<file path="src/design/pfdc_pkg.sv">
// Package for the PID flow duty controller: widths, register indexes, shared types.
`timescale 1ns / 1ps
`default_nettype none

package pfdc_pkg;

   localparam int SAMPLE_WIDTH = 16;
   localparam int ACC_WIDTH    = 32;

   localparam int CSR_W     = 16;
   localparam int CSR_IDX_W = 3;
   localparam int TARGET_W  = 16;
   localparam int GAIN_W    = 16;
   localparam int DUTY_W    = 16;
   localparam int FRAC_W    = 20;

   // error = target - sample, one bit wider than the wider operand
   localparam int ERR_W   = ((SAMPLE_WIDTH > TARGET_W) ? SAMPLE_WIDTH : TARGET_W) + 1;
   localparam int DERIV_W = ERR_W + 1;
   localparam int SUM_W   = ((ACC_WIDTH > ERR_W) ? ACC_WIDTH : ERR_W) + 1;

   localparam int OPND_MAX_A = (ACC_WIDTH > DERIV_W) ? ACC_WIDTH : DERIV_W;
   localparam int OPND_MAX   = (OPND_MAX_A > FRAC_W + 1) ? OPND_MAX_A : FRAC_W + 1;
   // three products of a 16-bit unsigned gain plus two bits of carry room
   localparam int CTRL_W = OPND_MAX + GAIN_W + 2;
   localparam int CNT_W  = $clog2(GAIN_W);

   typedef enum logic [CSR_IDX_W-1:0] {
      CSR_FLOW_TARGET     = 3'd0,
      CSR_GAIN_PROP       = 3'd1,
      CSR_GAIN_INTEG      = 3'd2,
      CSR_GAIN_DERIV      = 3'd3,
      CSR_DUTY_FULL_SCALE = 3'd4
   } csr_index_type;

   localparam logic [CSR_W-1:0] RST_FLOW_TARGET     = 16'd0;
   localparam logic [CSR_W-1:0] RST_GAIN_PROP       = 16'd4096;
   localparam logic [CSR_W-1:0] RST_GAIN_INTEG      = 16'd0;
   localparam logic [CSR_W-1:0] RST_GAIN_DERIV      = 16'd0;
   localparam logic [CSR_W-1:0] RST_DUTY_FULL_SCALE = 16'd1023;

   typedef struct packed {
      logic start;
      logic clear;
   } mac_cmd_type;

endpackage

`default_nettype wire

</file>
<file path="src/design/pfdc_error_unit.sv">
// Error, saturating integral and derivative for one request; holds the loop state.
`timescale 1ns / 1ps
`default_nettype none

module pfdc_error_unit (
   input  wire logic                                    clock,
   input  wire logic                                    reset,
   input  wire logic                                    load,
   input  wire logic [pfdc_pkg::SAMPLE_WIDTH-1:0]       sample,
   input  wire logic [pfdc_pkg::TARGET_W-1:0]           target,
   output logic signed [pfdc_pkg::ERR_W-1:0]            err,
   output logic signed [pfdc_pkg::ACC_WIDTH-1:0]        integ,
   output logic signed [pfdc_pkg::DERIV_W-1:0]          deriv
);
   import pfdc_pkg::*;

   logic signed [ERR_W-1:0]     last_error_ff, last_error_in;
   logic signed [ACC_WIDTH-1:0] error_sum_ff, error_sum_in;
   logic signed [DERIV_W-1:0]   deriv_ff, deriv_in;
   logic signed [SUM_W-1:0]     sum_raw;
   logic                        sum_ovf;

   always_comb begin
      last_error_in = $signed(ERR_W'(target)) - $signed(ERR_W'(sample));
      deriv_in      = DERIV_W'(last_error_in) - DERIV_W'(last_error_ff);
      sum_raw       = SUM_W'(error_sum_ff) + SUM_W'(last_error_in);
      // in range when every bit from the accumulator sign upward agrees
      sum_ovf = !((&sum_raw[SUM_W-1:ACC_WIDTH-1]) || !(|sum_raw[SUM_W-1:ACC_WIDTH-1]));
      if (sum_ovf) begin
         error_sum_in = sum_raw[SUM_W-1] ? {1'b1, {(ACC_WIDTH-1){1'b0}}}
                                         : {1'b0, {(ACC_WIDTH-1){1'b1}}};
      end else begin
         error_sum_in = sum_raw[ACC_WIDTH-1:0];
      end
   end

   always_ff @(posedge clock) begin
      if (reset) begin
         last_error_ff <= '0;
         error_sum_ff  <= '0;
      end else if (load) begin
         last_error_ff <= last_error_in;
         error_sum_ff  <= error_sum_in;
      end
   end

   always_ff @(posedge clock) begin
      if (load) begin
         deriv_ff <= deriv_in;
      end
   end

   assign err   = last_error_ff;
   assign integ = error_sum_ff;
   assign deriv = deriv_ff;

endmodule

`default_nettype wire

</file>
<file path="src/design/pfdc_serial_mac.sv">
// Bit-serial multiply-accumulate: one multiplier bit per cycle, shared by all passes.
`timescale 1ns / 1ps
`default_nettype none

module pfdc_serial_mac (
   input  wire logic                                 clock,
   input  wire logic                                 reset,
   input  wire pfdc_pkg::mac_cmd_type                cmd,
   input  wire logic signed [pfdc_pkg::CTRL_W-1:0]   operand,
   input  wire logic [pfdc_pkg::GAIN_W-1:0]          multiplier,
   output logic                                      done,
   output logic signed [pfdc_pkg::CTRL_W-1:0]        acc
);
   import pfdc_pkg::*;

   logic signed [CTRL_W-1:0] mcand_ff, mcand_in;
   logic [GAIN_W-1:0]        mult_ff, mult_in;
   logic signed [CTRL_W-1:0] acc_ff, acc_in;
   logic [CNT_W-1:0]         cnt_ff, cnt_in;
   logic                     busy_ff, busy_in;

   always_comb begin
      mcand_in = mcand_ff;
      mult_in  = mult_ff;
      acc_in   = acc_ff;
      cnt_in   = cnt_ff;
      busy_in  = busy_ff;
      if (cmd.start) begin
         mcand_in = operand;
         mult_in  = multiplier;
         cnt_in   = CNT_W'(GAIN_W - 1);
         busy_in  = 1'b1;
         if (cmd.clear) begin
            acc_in = '0;
         end
      end else if (busy_ff) begin
         if (mult_ff[0]) begin
            acc_in = acc_ff + mcand_ff;
         end
         mcand_in = mcand_ff <<< 1;
         mult_in  = mult_ff >> 1;
         cnt_in   = cnt_ff - 1'b1;
         if (cnt_ff == '0) begin
            busy_in = 1'b0;
         end
      end
   end

   always_ff @(posedge clock) begin
      if (reset) begin
         busy_ff <= 1'b0;
         cnt_ff  <= '0;
      end else begin
         busy_ff <= busy_in;
         cnt_ff  <= cnt_in;
      end
   end

   always_ff @(posedge clock) begin
      mcand_ff <= mcand_in;
      mult_ff  <= mult_in;
      acc_ff   <= acc_in;
   end

   // last partial product lands at this edge
   assign done = busy_ff && (cnt_ff == '0);
   assign acc  = acc_ff;

endmodule

`default_nettype wire

</file>
<file path="src/design/pid_flow_duty_controller.sv">
// PID flow controller top level: registers, pass sequencer, clamp and result register.
//
// Usage:
//   Request channel (req_valid / req_stall / req_flow_sample): one unsigned Q8.8
//   flow sample per control tick. req_stall is high while a request is in work.
//   Response channel (rsp_valid / rsp_stall / rsp_*): one duty count per request,
//   with flags for clamping at 1.0 (hit_upper) or at 0 (hit_lower).
//   CSR port (csr_write / csr_index / csr_wdata): write target, three Q4.12 gains
//   and the duty full scale; write only while no request is in flight.
// Sequencing:
//   A request runs as four passes of the bit-serial multiplier (P, I, D terms,
//   then full-scale scaling), each a start step followed by one step per
//   gain/scale bit, with a clamp step before the scaling pass and the response
//   register at the end. A new request is taken only once the sequencer is idle
//   again, so requests do not overlap; the serial multiplier sets the pace.
// Reset:
//   Synchronous, active high. Integral and previous error go to zero, registers to
//   their defaults, and both channels go idle.
// Back-pressure:
//   The response register holds while rsp_stall is high. A finished result waits
//   in the sequencer until the response register frees, and req_stall stays high.
`timescale 1ns / 1ps
`default_nettype none

module pid_flow_duty_controller (
   input  wire logic                                clock,
   input  wire logic                                reset,
   input  wire logic                                req_valid,
   output logic                                     req_stall,
   input  wire logic [pfdc_pkg::SAMPLE_WIDTH-1:0]   req_flow_sample,
   output logic                                     rsp_valid,
   input  wire logic                                rsp_stall,
   output logic [pfdc_pkg::DUTY_W-1:0]              rsp_duty_count,
   output logic                                     rsp_hit_upper,
   output logic                                     rsp_hit_lower,
   input  wire logic                                csr_write,
   input  wire logic [pfdc_pkg::CSR_IDX_W-1:0]      csr_index,
   input  wire logic [pfdc_pkg::CSR_W-1:0]          csr_wdata
);
   import pfdc_pkg::*;

   typedef enum logic [4:0] {
      S_IDLE  = 5'b00001,
      S_START = 5'b00010,
      S_WAIT  = 5'b00100,
      S_CLAMP = 5'b01000,
      S_DONE  = 5'b10000
   } state_type;

   typedef enum logic [1:0] {
      PASS_PROP  = 2'd0,
      PASS_INTEG = 2'd1,
      PASS_DERIV = 2'd2,
      PASS_SCALE = 2'd3
   } pass_type;

   localparam logic signed [CTRL_W-1:0] CTRL_ONE = CTRL_W'(1) <<< FRAC_W;

   state_type state_ff, state_in;
   pass_type  pass_ff, pass_in;

   logic [CSR_W-1:0] target_ff, gain_p_ff, gain_i_ff, gain_d_ff, full_scale_ff;

   logic                     req_accept;
   logic signed [ERR_W-1:0]     err;
   logic signed [ACC_WIDTH-1:0] integ;
   logic signed [DERIV_W-1:0]   deriv;

   mac_cmd_type              mac_cmd;
   logic signed [CTRL_W-1:0] mac_operand;
   logic [GAIN_W-1:0]        mac_mult;
   logic                     mac_done;
   logic signed [CTRL_W-1:0] mac_acc;

   logic [FRAC_W:0] clamped_ff, clamped_in;
   logic            up_ff, up_in, lo_ff, lo_in;

   logic              rsp_valid_ff, rsp_valid_in;
   logic [DUTY_W-1:0] duty_ff;
   logic              hit_upper_ff, hit_lower_ff;
   logic              rsp_load;

   // CSR writes
   always_ff @(posedge clock) begin
      if (reset) begin
         target_ff     <= RST_FLOW_TARGET;
         gain_p_ff     <= RST_GAIN_PROP;
         gain_i_ff     <= RST_GAIN_INTEG;
         gain_d_ff     <= RST_GAIN_DERIV;
         full_scale_ff <= RST_DUTY_FULL_SCALE;
      end else if (csr_write) begin
         unique case (csr_index)
            CSR_FLOW_TARGET:     target_ff     <= csr_wdata;
            CSR_GAIN_PROP:       gain_p_ff     <= csr_wdata;
            CSR_GAIN_INTEG:      gain_i_ff     <= csr_wdata;
            CSR_GAIN_DERIV:      gain_d_ff     <= csr_wdata;
            CSR_DUTY_FULL_SCALE: full_scale_ff <= csr_wdata;
            default: ;
         endcase
      end
   end

   assign req_stall  = (state_ff != S_IDLE);
   assign req_accept = req_valid && !req_stall;

   pfdc_error_unit u_error (
      .clock  (clock),
      .reset  (reset),
      .load   (req_accept),
      .sample (req_flow_sample),
      .target (target_ff[TARGET_W-1:0]),
      .err    (err),
      .integ  (integ),
      .deriv  (deriv)
   );

   always_comb begin
      unique case (pass_ff)
         PASS_PROP: begin
            mac_operand = CTRL_W'(err);
            mac_mult    = gain_p_ff;
         end
         PASS_INTEG: begin
            mac_operand = CTRL_W'(integ);
            mac_mult    = gain_i_ff;
         end
         PASS_DERIV: begin
            mac_operand = CTRL_W'(deriv);
            mac_mult    = gain_d_ff;
         end
         PASS_SCALE: begin
            mac_operand = $signed(CTRL_W'(clamped_ff));
            mac_mult    = full_scale_ff;
         end
         default: begin
            mac_operand = '0;
            mac_mult    = '0;
         end
      endcase
   end

   assign mac_cmd.start = (state_ff == S_START);
   assign mac_cmd.clear = (pass_ff == PASS_PROP) || (pass_ff == PASS_SCALE);

   pfdc_serial_mac u_mac (
      .clock      (clock),
      .reset      (reset),
      .cmd        (mac_cmd),
      .operand    (mac_operand),
      .multiplier (mac_mult),
      .done       (mac_done),
      .acc        (mac_acc)
   );

   assign rsp_load = (state_ff == S_DONE) && (!rsp_valid_ff || !rsp_stall);

   always_comb begin
      state_in   = state_ff;
      pass_in    = pass_ff;
      clamped_in = clamped_ff;
      up_in      = up_ff;
      lo_in      = lo_ff;
      unique case (state_ff)
         S_IDLE: begin
            if (req_accept) begin
               state_in = S_START;
               pass_in  = PASS_PROP;
            end
         end
         S_START: begin
            state_in = S_WAIT;
         end
         S_WAIT: begin
            if (mac_done) begin
               priority if (pass_ff == PASS_DERIV) begin
                  state_in = S_CLAMP;
               end else if (pass_ff == PASS_SCALE) begin
                  state_in = S_DONE;
               end else begin
                  state_in = S_START;
                  pass_in  = pass_type'(pass_ff + 2'd1);
               end
            end
         end
         S_CLAMP: begin
            // exactly 0 or exactly 1.0 passes unflagged
            priority if (mac_acc < 0) begin
               clamped_in = '0;
               lo_in      = 1'b1;
               up_in      = 1'b0;
            end else if (mac_acc > CTRL_ONE) begin
               clamped_in = CTRL_ONE[FRAC_W:0];
               lo_in      = 1'b0;
               up_in      = 1'b1;
            end else begin
               clamped_in = mac_acc[FRAC_W:0];
               lo_in      = 1'b0;
               up_in      = 1'b0;
            end
            pass_in  = PASS_SCALE;
            state_in = S_START;
         end
         S_DONE: begin
            if (rsp_load) begin
               state_in = S_IDLE;
            end
         end
         default: begin
            state_in = S_IDLE;
         end
      endcase
   end

   always_ff @(posedge clock) begin
      if (reset) begin
         state_ff <= S_IDLE;
         pass_ff  <= PASS_PROP;
      end else begin
         state_ff <= state_in;
         pass_ff  <= pass_in;
      end
   end

   always_ff @(posedge clock) begin
      clamped_ff <= clamped_in;
      up_ff      <= up_in;
      lo_ff      <= lo_in;
   end

   // response register
   always_comb begin
      rsp_valid_in = rsp_valid_ff;
      if (rsp_load) begin
         rsp_valid_in = 1'b1;
      end else if (!rsp_stall) begin
         rsp_valid_in = 1'b0;
      end
   end

   always_ff @(posedge clock) begin
      if (reset) begin
         rsp_valid_ff <= 1'b0;
      end else begin
         rsp_valid_ff <= rsp_valid_in;
      end
   end

   always_ff @(posedge clock) begin
      if (rsp_load) begin
         duty_ff      <= mac_acc[FRAC_W +: DUTY_W];
         hit_upper_ff <= up_ff;
         hit_lower_ff <= lo_ff;
      end
   end

   assign rsp_valid      = rsp_valid_ff;
   assign rsp_duty_count = duty_ff;
   assign rsp_hit_upper  = hit_upper_ff;
   assign rsp_hit_lower  = hit_lower_ff;

   a_flags_exclusive: assert property (@(posedge clock) disable iff (reset)
      rsp_valid |-> !(rsp_hit_upper && rsp_hit_lower))
      else $error("both clamp flags set");

   a_upper_full_scale: assert property (@(posedge clock) disable iff (reset)
      (rsp_valid && rsp_hit_upper) |-> (rsp_duty_count == full_scale_ff))
      else $error("upper clamp without full-scale duty");

   a_lower_zero: assert property (@(posedge clock) disable iff (reset)
      (rsp_valid && rsp_hit_lower) |-> (rsp_duty_count == '0))
      else $error("lower clamp with nonzero duty");

   a_mac_done_in_wait: assert property (@(posedge clock) disable iff (reset)
      mac_done |-> (state_ff == S_WAIT))
      else $error("multiplier finished outside wait state");

endmodule

`default_nettype wire

</file>
<file path="config.mk">
export PLATFORM = sky130hd
export DESIGN_NAME = pid_flow_duty_controller
export DESIGN_NICKNAME = d
export VERILOG_FILES = /design/src/design/pfdc_pkg.sv /design/src/design/pfdc_error_unit.sv /design/src/design/pfdc_serial_mac.sv /design/src/design/pid_flow_duty_controller.sv
export SDC_FILE = /design/constraint.sdc
export NUM_CORES = 1
export LEC_CHECK = 0
export ABC_AREA = 0
export BUFFER_PORTS_ARGS = -buffer_cell sky130_fd_sc_hd__buf_2
export CORE_MARGIN = 2
export CORE_UTILIZATION = 40
export CTS_CLUSTER_DIAMETER = 80
export DETAILED_ROUTE_END_ITERATION = 12
export GPL_TIMING_DRIVEN = 1
export PLACE_DENSITY = 0.66
export SLEW_MARGIN = 20
export SYNTH_ARGS = -nofsm -noshare
export SYNTH_HDL_FRONTEND = slang
export SYNTH_SLANG_ARGS = --single-unit
export TNS_END_PERCENT = 10
</file>
<file path="constraint.sdc">
create_clock -name clock -period 6.55 [get_ports clock]
set_clock_uncertainty 0.1 [all_clocks]
set_input_delay 0.9825 -clock clock [delete_from_list [all_inputs] [get_ports clock]]
set_output_delay 0.9825 -clock clock [all_outputs]
set_load 0.01 [all_outputs]
</file>
==> results of run 1 <==
report_power, final:
group | switching (mW) | leakage, nW | internal [mW] | total, mW
clock network | 0.823 | 0.531 | 1.09 | 1.91
registers | 0.250 | 2.71 | 2.62 | 2.87
logic | 2.32 | 4.60 | 1.60 | 3.92
registers in the layout (all words and copies together) (netlist names):
register / count
target_ff: 16
rsp_duty_count: 16
u_error.err: 17
up_ff: 1
u_mac.mult_ff: 16
gain_p_ff: 16
pass_ff: 2
u_error.integ: 32
gain_d_ff: 16
u_mac.busy_ff: 1
u_mac.acc: 50
rsp_hit_lower: 1
rsp_hit_upper: 1
full_scale_ff: 16
lo_ff: 1
gain_i_ff: 16
u_mac.mcand_ff: 50
rsp_valid: 1
u_error.deriv: 18
state_ff: 5
u_mac.cnt_ff: 4
clamped_ff: 21
worst max-delay path, cell delays in order:
cell and delay (ns):
buf_2 0.11, ha_1 0.20, fa_1 0.41, nor2b_1 0.13, o21ai_0 0.09, a21boi_0 0.27
o21ai_0 0.16, a21boi_0 0.36, o211a_1 0.22, o21ai_0 0.16, a21oi_1 0.26, a21oi_1 0.11
buf_4 0.22, ha_1 0.41, nand2_1 0.14, a21oi_1 0.15, a221oi_1 0.09, o221a_2 0.33
o31a_1 0.37, nor2_1 0.20, o31ai_4 0.10, buf_12 0.18, maj3_1 0.37, a21oi_1 0.18
cell usage after synthesis (6+ instances only):
cell | n | area [um^2]
o21ai_0 | 146 | 731
dfxtp_1 | 142 | 2840
nor2_1 | 163 | 612
nand3_1 | 35 | 175
a211oi_1 | 22 | 165
inv_1 | 85 | 319
nand2_1 | 291 | 1090
nand4_1 | 21 | 131
clkbuf_1 | 97 | 364
nor3_1 | 37 | 185
ha_1 | 121 | 1510
o21bai_1 | 15 | 113
maj3_1 | 30 | 300
a31oi_1 | 10 | 62.6
and3_1 | 11 | 68.8
nand2b_1 | 10 | 62.6
xnor2_1 | 45 | 394
edfxtp_1 | 175 | 5260
or2_2 | 6 | 37.5
a21o_1 | 68 | 510
a221oi_1 | 6 | 52.6
and2_1 | 25 | 156
nor4_1 | 12 | 75.1
a21boi_0 | 11 | 82.6
a21oi_1 | 256 | 1280
o211ai_1 | 12 | 90.1
buf_1 | 8 | 30.0
a211o_1 | 6 | 52.6
xor2_1 | 33 | 289
nand3b_1 | 7 | 52.6
o21a_1 | 21 | 158
nor2b_1 | 15 | 93.8
a222oi_1 | 32 | 320
per-layer routing:
layer,track usage [%],share of wire [%],wire (um),up-vias
li1,-,-,-,7510
met2,33.1,47,22200,408
met4,6.24,2.3,1090,0
met1,25.7,46,21500,7236
met3,2.33,5.0,2350,71
met5,0,0,0,-
cell families after synthesis:
logic type               count (synthesis)  share of synthesized area [%]
XOR/XNOR                                78                           3.68
AND/OR/NAND/NOR                        657                           15.8
multiplexers                             3                          0.162
adder cells (fa/ha/maj)                156                           10.3
flip-flops                             317                           43.7
buffers and inverters                  196                           4.11
AO/OA/AOI/OAI                          656                           22.3
worst min-delay path by stage:
| stage | cells after the start | slack [ns] | end | start |
|---|---|---|---|---|
| 2_1_floorplan | 0 | 0.30 | rsp_hit_lower | lo_ff |
| 3_5_place_dp | 2 | 0.35 | gain_p_ff[11] | gain_p_ff[11] |
| 3_3_place_gp | 2 | 0.34 | full_scale_ff[15] | full_scale_ff[15] |
| 6_report | 2 | 0.35 | gain_p_ff[1] | gain_p_ff[1] |
| 4_1_cts | 2 | 0.35 | gain_p_ff[11] | gain_p_ff[11] |
| 5_1_grt | 2 | 0.37 | gain_d_ff[6] | gain_d_ff[6] |
stage by stage:
stage / total power [mW] / cell area, um^2 / hold slack (ns)
floorplan: 5.89 / 18500 / 0.300
global placement: 6.70 / 19400 / 0.342
detailed placement: 6.80 / 19400 / 0.347
CTS: 8.74 / 20500 / 0.355
global route: 9.32 / 20500 / 0.370
finish: 8.70 / 20500 / 0.353
layout by cell type, fill, tap and decap left out, types with 9 or more instances in the layout:
cell	netlist	final
nand4_1	21	21
xor2_1	33	33
o21a_1	21	21
clkbuf_16	0	37
nor2b_1	15	15
buf_4	0	16
o21bai_1	15	15
o211ai_1	12	12
a21o_1	68	68
buf_2	3	58
and3_1	11	11
a31oi_1	10	10
dfxtp_1	142	142
maj3_1	30	30
nand3_1	35	35
a21oi_1	256	255
inv_1	85	83
a222oi_1	32	32
a211oi_1	22	21
nor4_1	12	12
and2_1	25	25
xnor2_1	45	45
edfxtp_1	175	175
nor3_1	37	37
nand2_1	291	291
nor2_1	163	163
a21boi_0	11	11
o21ai_0	146	145
nand2b_1	10	9
ha_1	121	120
clkinv_1	0	9
cell type report:
type / count / share of cell area [%]
multi-input combinational: 1550 / 47.6
clock buffer: 45 / 4.71
inverter: 85 / 1.56
tap: 600 / 3.66
sequential: 317 / 39.5
timing repair buffer: 77 / 2.25
clock inverter: 21 / 0.690
==> flow_summary.yaml, run 1 <==
routing:
  drt-total-wl_um: 47100
  drc_errors: 0
  first_pass_iters: 7
  via_per_inst: 5.65
  drt_iter0_markers: 1027
  wl_per_cell_um: 17.5
  via_count: 15200
  ant_nets: 0
placed_design:
  pre_cts_slack_ns: 0.238
  routabilityCongestion: 0.898
  dp_hpwl_um: 32500
  placed_cells: 2629
  io_buffers: 59
yosys:
  syn_nets: 2228
  synth_area_per_cell_um2: 8.99
  yosysUniqueCellTypes: 77
  syn_inst: 2063
  syn-cell-area_mm2: 0.0185
  yosys_most_used_dff: "edfxtp_1"
  ys_seq_area_share_pct: 43.7
  yosysWarnings: 0
  ys_ff_latch: 317
  async_reset_ff_share_pct: 0
  synth_edf_count: 175
die:
  rows: 78
  start_util_pct: 40.7
  die_area_mm2: 0.0481
  die_h_um: 219
  ios: 60
  core_area_mm2: 0.0456
  die_w_um: 219
clock_tree:
  clk_pin_slew_ns: 0.06
  post_cts_buffers: 0
  cts_tree: "done"
  hold_buffers: 0
  cts-resized-gates: 0
  worstSkewPairLatency_ns: 0.54
  ctsHtreeMaxLevel: 2
  numClockSinks: 317
  cts.path.max_buffers: 3
  cts_buffers: 36
  root_buffer: "clkbuf_16"
global_route:
  grt_pass1_wl_um: 75900
  antenna_found_initial: 0
  track_usage_pct: 19.5
  grt_pass1_vias: 14800
  gr-total-overflow: 0
  grt_max_degree: 105
sta:
  rsz0062_at_grt: "false"
  hold_viol_final: 0
  setup_tns_ns: 0
  slew_headroom_pct: 30.7
  post-route-min-period_ns: 5.89
  drv_slew: 0
  fmax_mhz: 170
  tightest_slew_ns: 1.03
  finalSetupViolations: 0
  fin_ws_ns: 0.657
  min_period_over_period_pct: 90.0
setup_path:
  cp-end-kind: "flop"
  cp-start-kind: "input pin"
  arrival_ns: 6.26
  reg2reg_from: "target_ff[0]"
  r2r_end: "u_error.integ[4]"
  crit_type: "in2reg"
  cp.required_ns: 6.91
  rr_worst_depth: 24
  reg2reg_slack_ns: 0.82
  crit_path_max_fanout: 32
  crit_end: "u_error.integ[4]"
  startpoint: "req_flow_sample[0]"
min_path:
  hold_path_class: "reg2reg"
layout:
  fillers: 4376
  area_growth_pct: 10.6
  utilization_pct: 45.0
  n_antenna_cell: 0
  regArea_mm2: 0.00810
  nets: 2232
  drive_above_1_share_pct: 7.45
  final_cell_count_no_fill: 2695
  multi_input_area_mm2: 0.00976
power_and_ir_drop:
  p_leak_nw: 7.84
  irDropWorstVdd_mv: 0.201
  power.density_mw_per_mm2: 425
run_status:
  outcome: "completed"
run:
  maxCapViolCount: 0
No activity file was read; power rests on OpenSTA's default activity.
==> run 2: changes to the inputs <==
--- a/config.mk
+++ b/config.mk
@@ -7,7 +7,6 @@
 export LEC_CHECK = 0
 export ABC_AREA = 0
 export BUFFER_PORTS_ARGS = -buffer_cell sky130_fd_sc_hd__buf_2
-export CORE_MARGIN = 2
 export CORE_UTILIZATION = 40
 export CTS_CLUSTER_DIAMETER = 80
 export DETAILED_ROUTE_END_ITERATION = 12
==> run 2 against run 1 <==
Net effect:
- maximum frequency shrank 2.3%
- via count grew 0.92%
- largest cell class unchanged
- non-clock buffer count did not move
- hold slack about the same
- clock-buffer cell count fell by 1
- die area fell by 1.8%
- sequential cell count unchanged
- routed wire length grew 1.4%
- global-route usage is 0.56 points higher
- clock power is 13% higher
- highest routed layer unchanged
- register-to-register slack lost 0.07 ns
- largest power group unchanged
- critical path type unchanged
- first-iteration DRC count increased by 17%
==> flow_summary.yaml, run 2 (synthesis results as in run 1) <==
die:
  ios: 60
  die_w_um: 217
  die_area_mm2: 0.0472
  start_util_pct: 40.7
  rows: 78
  core_area_mm2: 0.0456
  die_h_um: 217
routing:
  drc_errors: 0
  via_per_inst: 5.70
  drt-total-wl_um: 47800
  ant_nets: 0
  wl_per_cell_um: 17.7
  via_count: 15400
  first_pass_iters: 8
  drt_iter0_markers: 1201
setup_path:
  critPathTopFamily: "compound AO/OA/AOI/OAI gates"
  worst-path-buf-inv: 3
  cp.required_ns: 6.85
  slowest_stage: "a21oi_2"
  arrival_ns: 6.33
  cp-end-kind: "flop"
  crit_type: "in2reg"
  critPathMaxStageDelay_ns: 0.71
  cp-start-kind: "input pin"
  crit_path_max_fanout: 32
  worst_path_most_repeated_cell: "o21ai_0"
  path_cells: "buf_2, inv_1, ha_1, nor2b_1, o21ai_0, a21boi_0, o21ai_0, a21boi_0, o211a_1, o21ai_0, a21oi_1, a21oi_2, ha_1, nand2_1, nor2_1, a221oi_1, o221a_2, o31a_1, nor2_1, o31ai_4, buf_12, maj3_1, a21oi_1"
clock_tree:
  numClockSinks: 317
  ctsHtreeMaxLevel: 2
  cts_tree: "done"
  worstSkewPairLatency_ns: 0.54
  cts_buffers: 36
  hold_buffers: 0
  root_buffer: "clkbuf_16"
  clk_pin_slew_ns: 0.06
  cts.path.max_buffers: 3
  cts-resized-gates: 0
  post_cts_buffers: 0
layout:
  regArea_mm2: 0.00810
  multi_input_area_mm2: 0.00976
  fillers: 4354
  final_common_cell: "nand2_1"
  area_growth_pct: 11.5
  drive_above_1_share_pct: 7.88
  n_antenna_cell: 0
  layout_common_cells: "291 x nand2_1, 254 x a21oi_1, 175 x edfxtp_1, 163 x nor2_1, 145 x o21ai_0"
  fin_area_mm2: 0.0207
  final_cell_count_no_fill: 2695
  nets: 2232
sta:
  setup_tns_ns: 0
  slew_headroom_pct: 23.8
  min_period_over_period_pct: 92.0
  hold_slack_ns: 0.354
  rsz0062_at_grt: "false"
  tightest_slew_ns: 1.14
  finalSetupViolations: 0
  post-route-min-period_ns: 6.03
  drv_slew: 0
  fmax_mhz: 166
  hold_viol_final: 0
run:
  maxCapViolCount: 0
global_route:
  grt_pass1_wl_um: 77200
  grt_max_degree: 101
  gr-total-overflow: 0
  antenna_found_initial: 0
  track_usage_pct: 20.0
  grt_pass1_vias: 15000
power_and_ir_drop:
  irDropWorstVdd_mv: 0.253
  power.density_mw_per_mm2: 434
  p_leak_nw: 7.93
  power_mw: 8.97
placed_design:
  placed_cells: 2629
  io_buffers: 59
  dp_hpwl_um: 33000
  routabilityCongestion: 0.944
  placed_cell_area_mm2: 0.0194
run_status:
  outcome: "completed"
min_path:
  hold_path_class: "reg2reg"
## run 2: metal layers
layer	global-route usage [%]	share of wire, %	vias up
met3	2.33	5.3	78
met5	0	0	-
met4	5.99	2.4	0
met2	33.9	47	425
li1	-	-	7509
met1	26.8	45	7353
## run 2: worst register-to-register path: cells and delay by family (launching register included)
kind                       cells  cell delay [ns]
DFF                            1             0.31
AOI/OAI and AO/OA             13             3.50
adders and majority gates      4             1.06
buffers and inverters          2             0.30
and+or+nand+nor                4             0.39
## run 2: path summary, 6_finish.rpt
| path | from | to | slack [ns] | cells after the start |
|---|---|---|---|---|
| max | req_flow_sample[2] | u_error.integ[6] | 0.52 | 23 |
| min | gain_p_ff[14] | gain_p_ff[14] | 0.35 | 2 |
| max reg2reg | target_ff[0] | u_error.integ[6] | 0.75 | 23 |
| min reg2reg | gain_p_ff[14] | gain_p_ff[14] | 0.35 | 2 |
## run 2: power by group
group	total [mW]	leakage (nW)	internal [mW]	switching (mW)
Clock	2.16	0.627	1.31	0.852
Sequential	2.87	2.71	2.62	0.254
Combinational	3.94	4.60	1.60	2.34
## run 2: per-stage QoR
stage | util [%] | setup WS, ns
after floorplan | - | 0.610
after global placement | 42.5 | -0.106
after detailed placement | 42.5 | 0.0708
after CTS | 45.3 | 0.633
after global routing | 45.3 | 0.156
final | 45.3 | 0.521
## run 2: area by class of cell
class	instances	share of cell area, %
multi-input cells	1550	47.3
flip-flops and latches	317	39.2
clock buffers	44	4.91
well taps	600	3.63
repair buffers	77	2.22
inverters	85	1.54
clock inverters	22	1.25
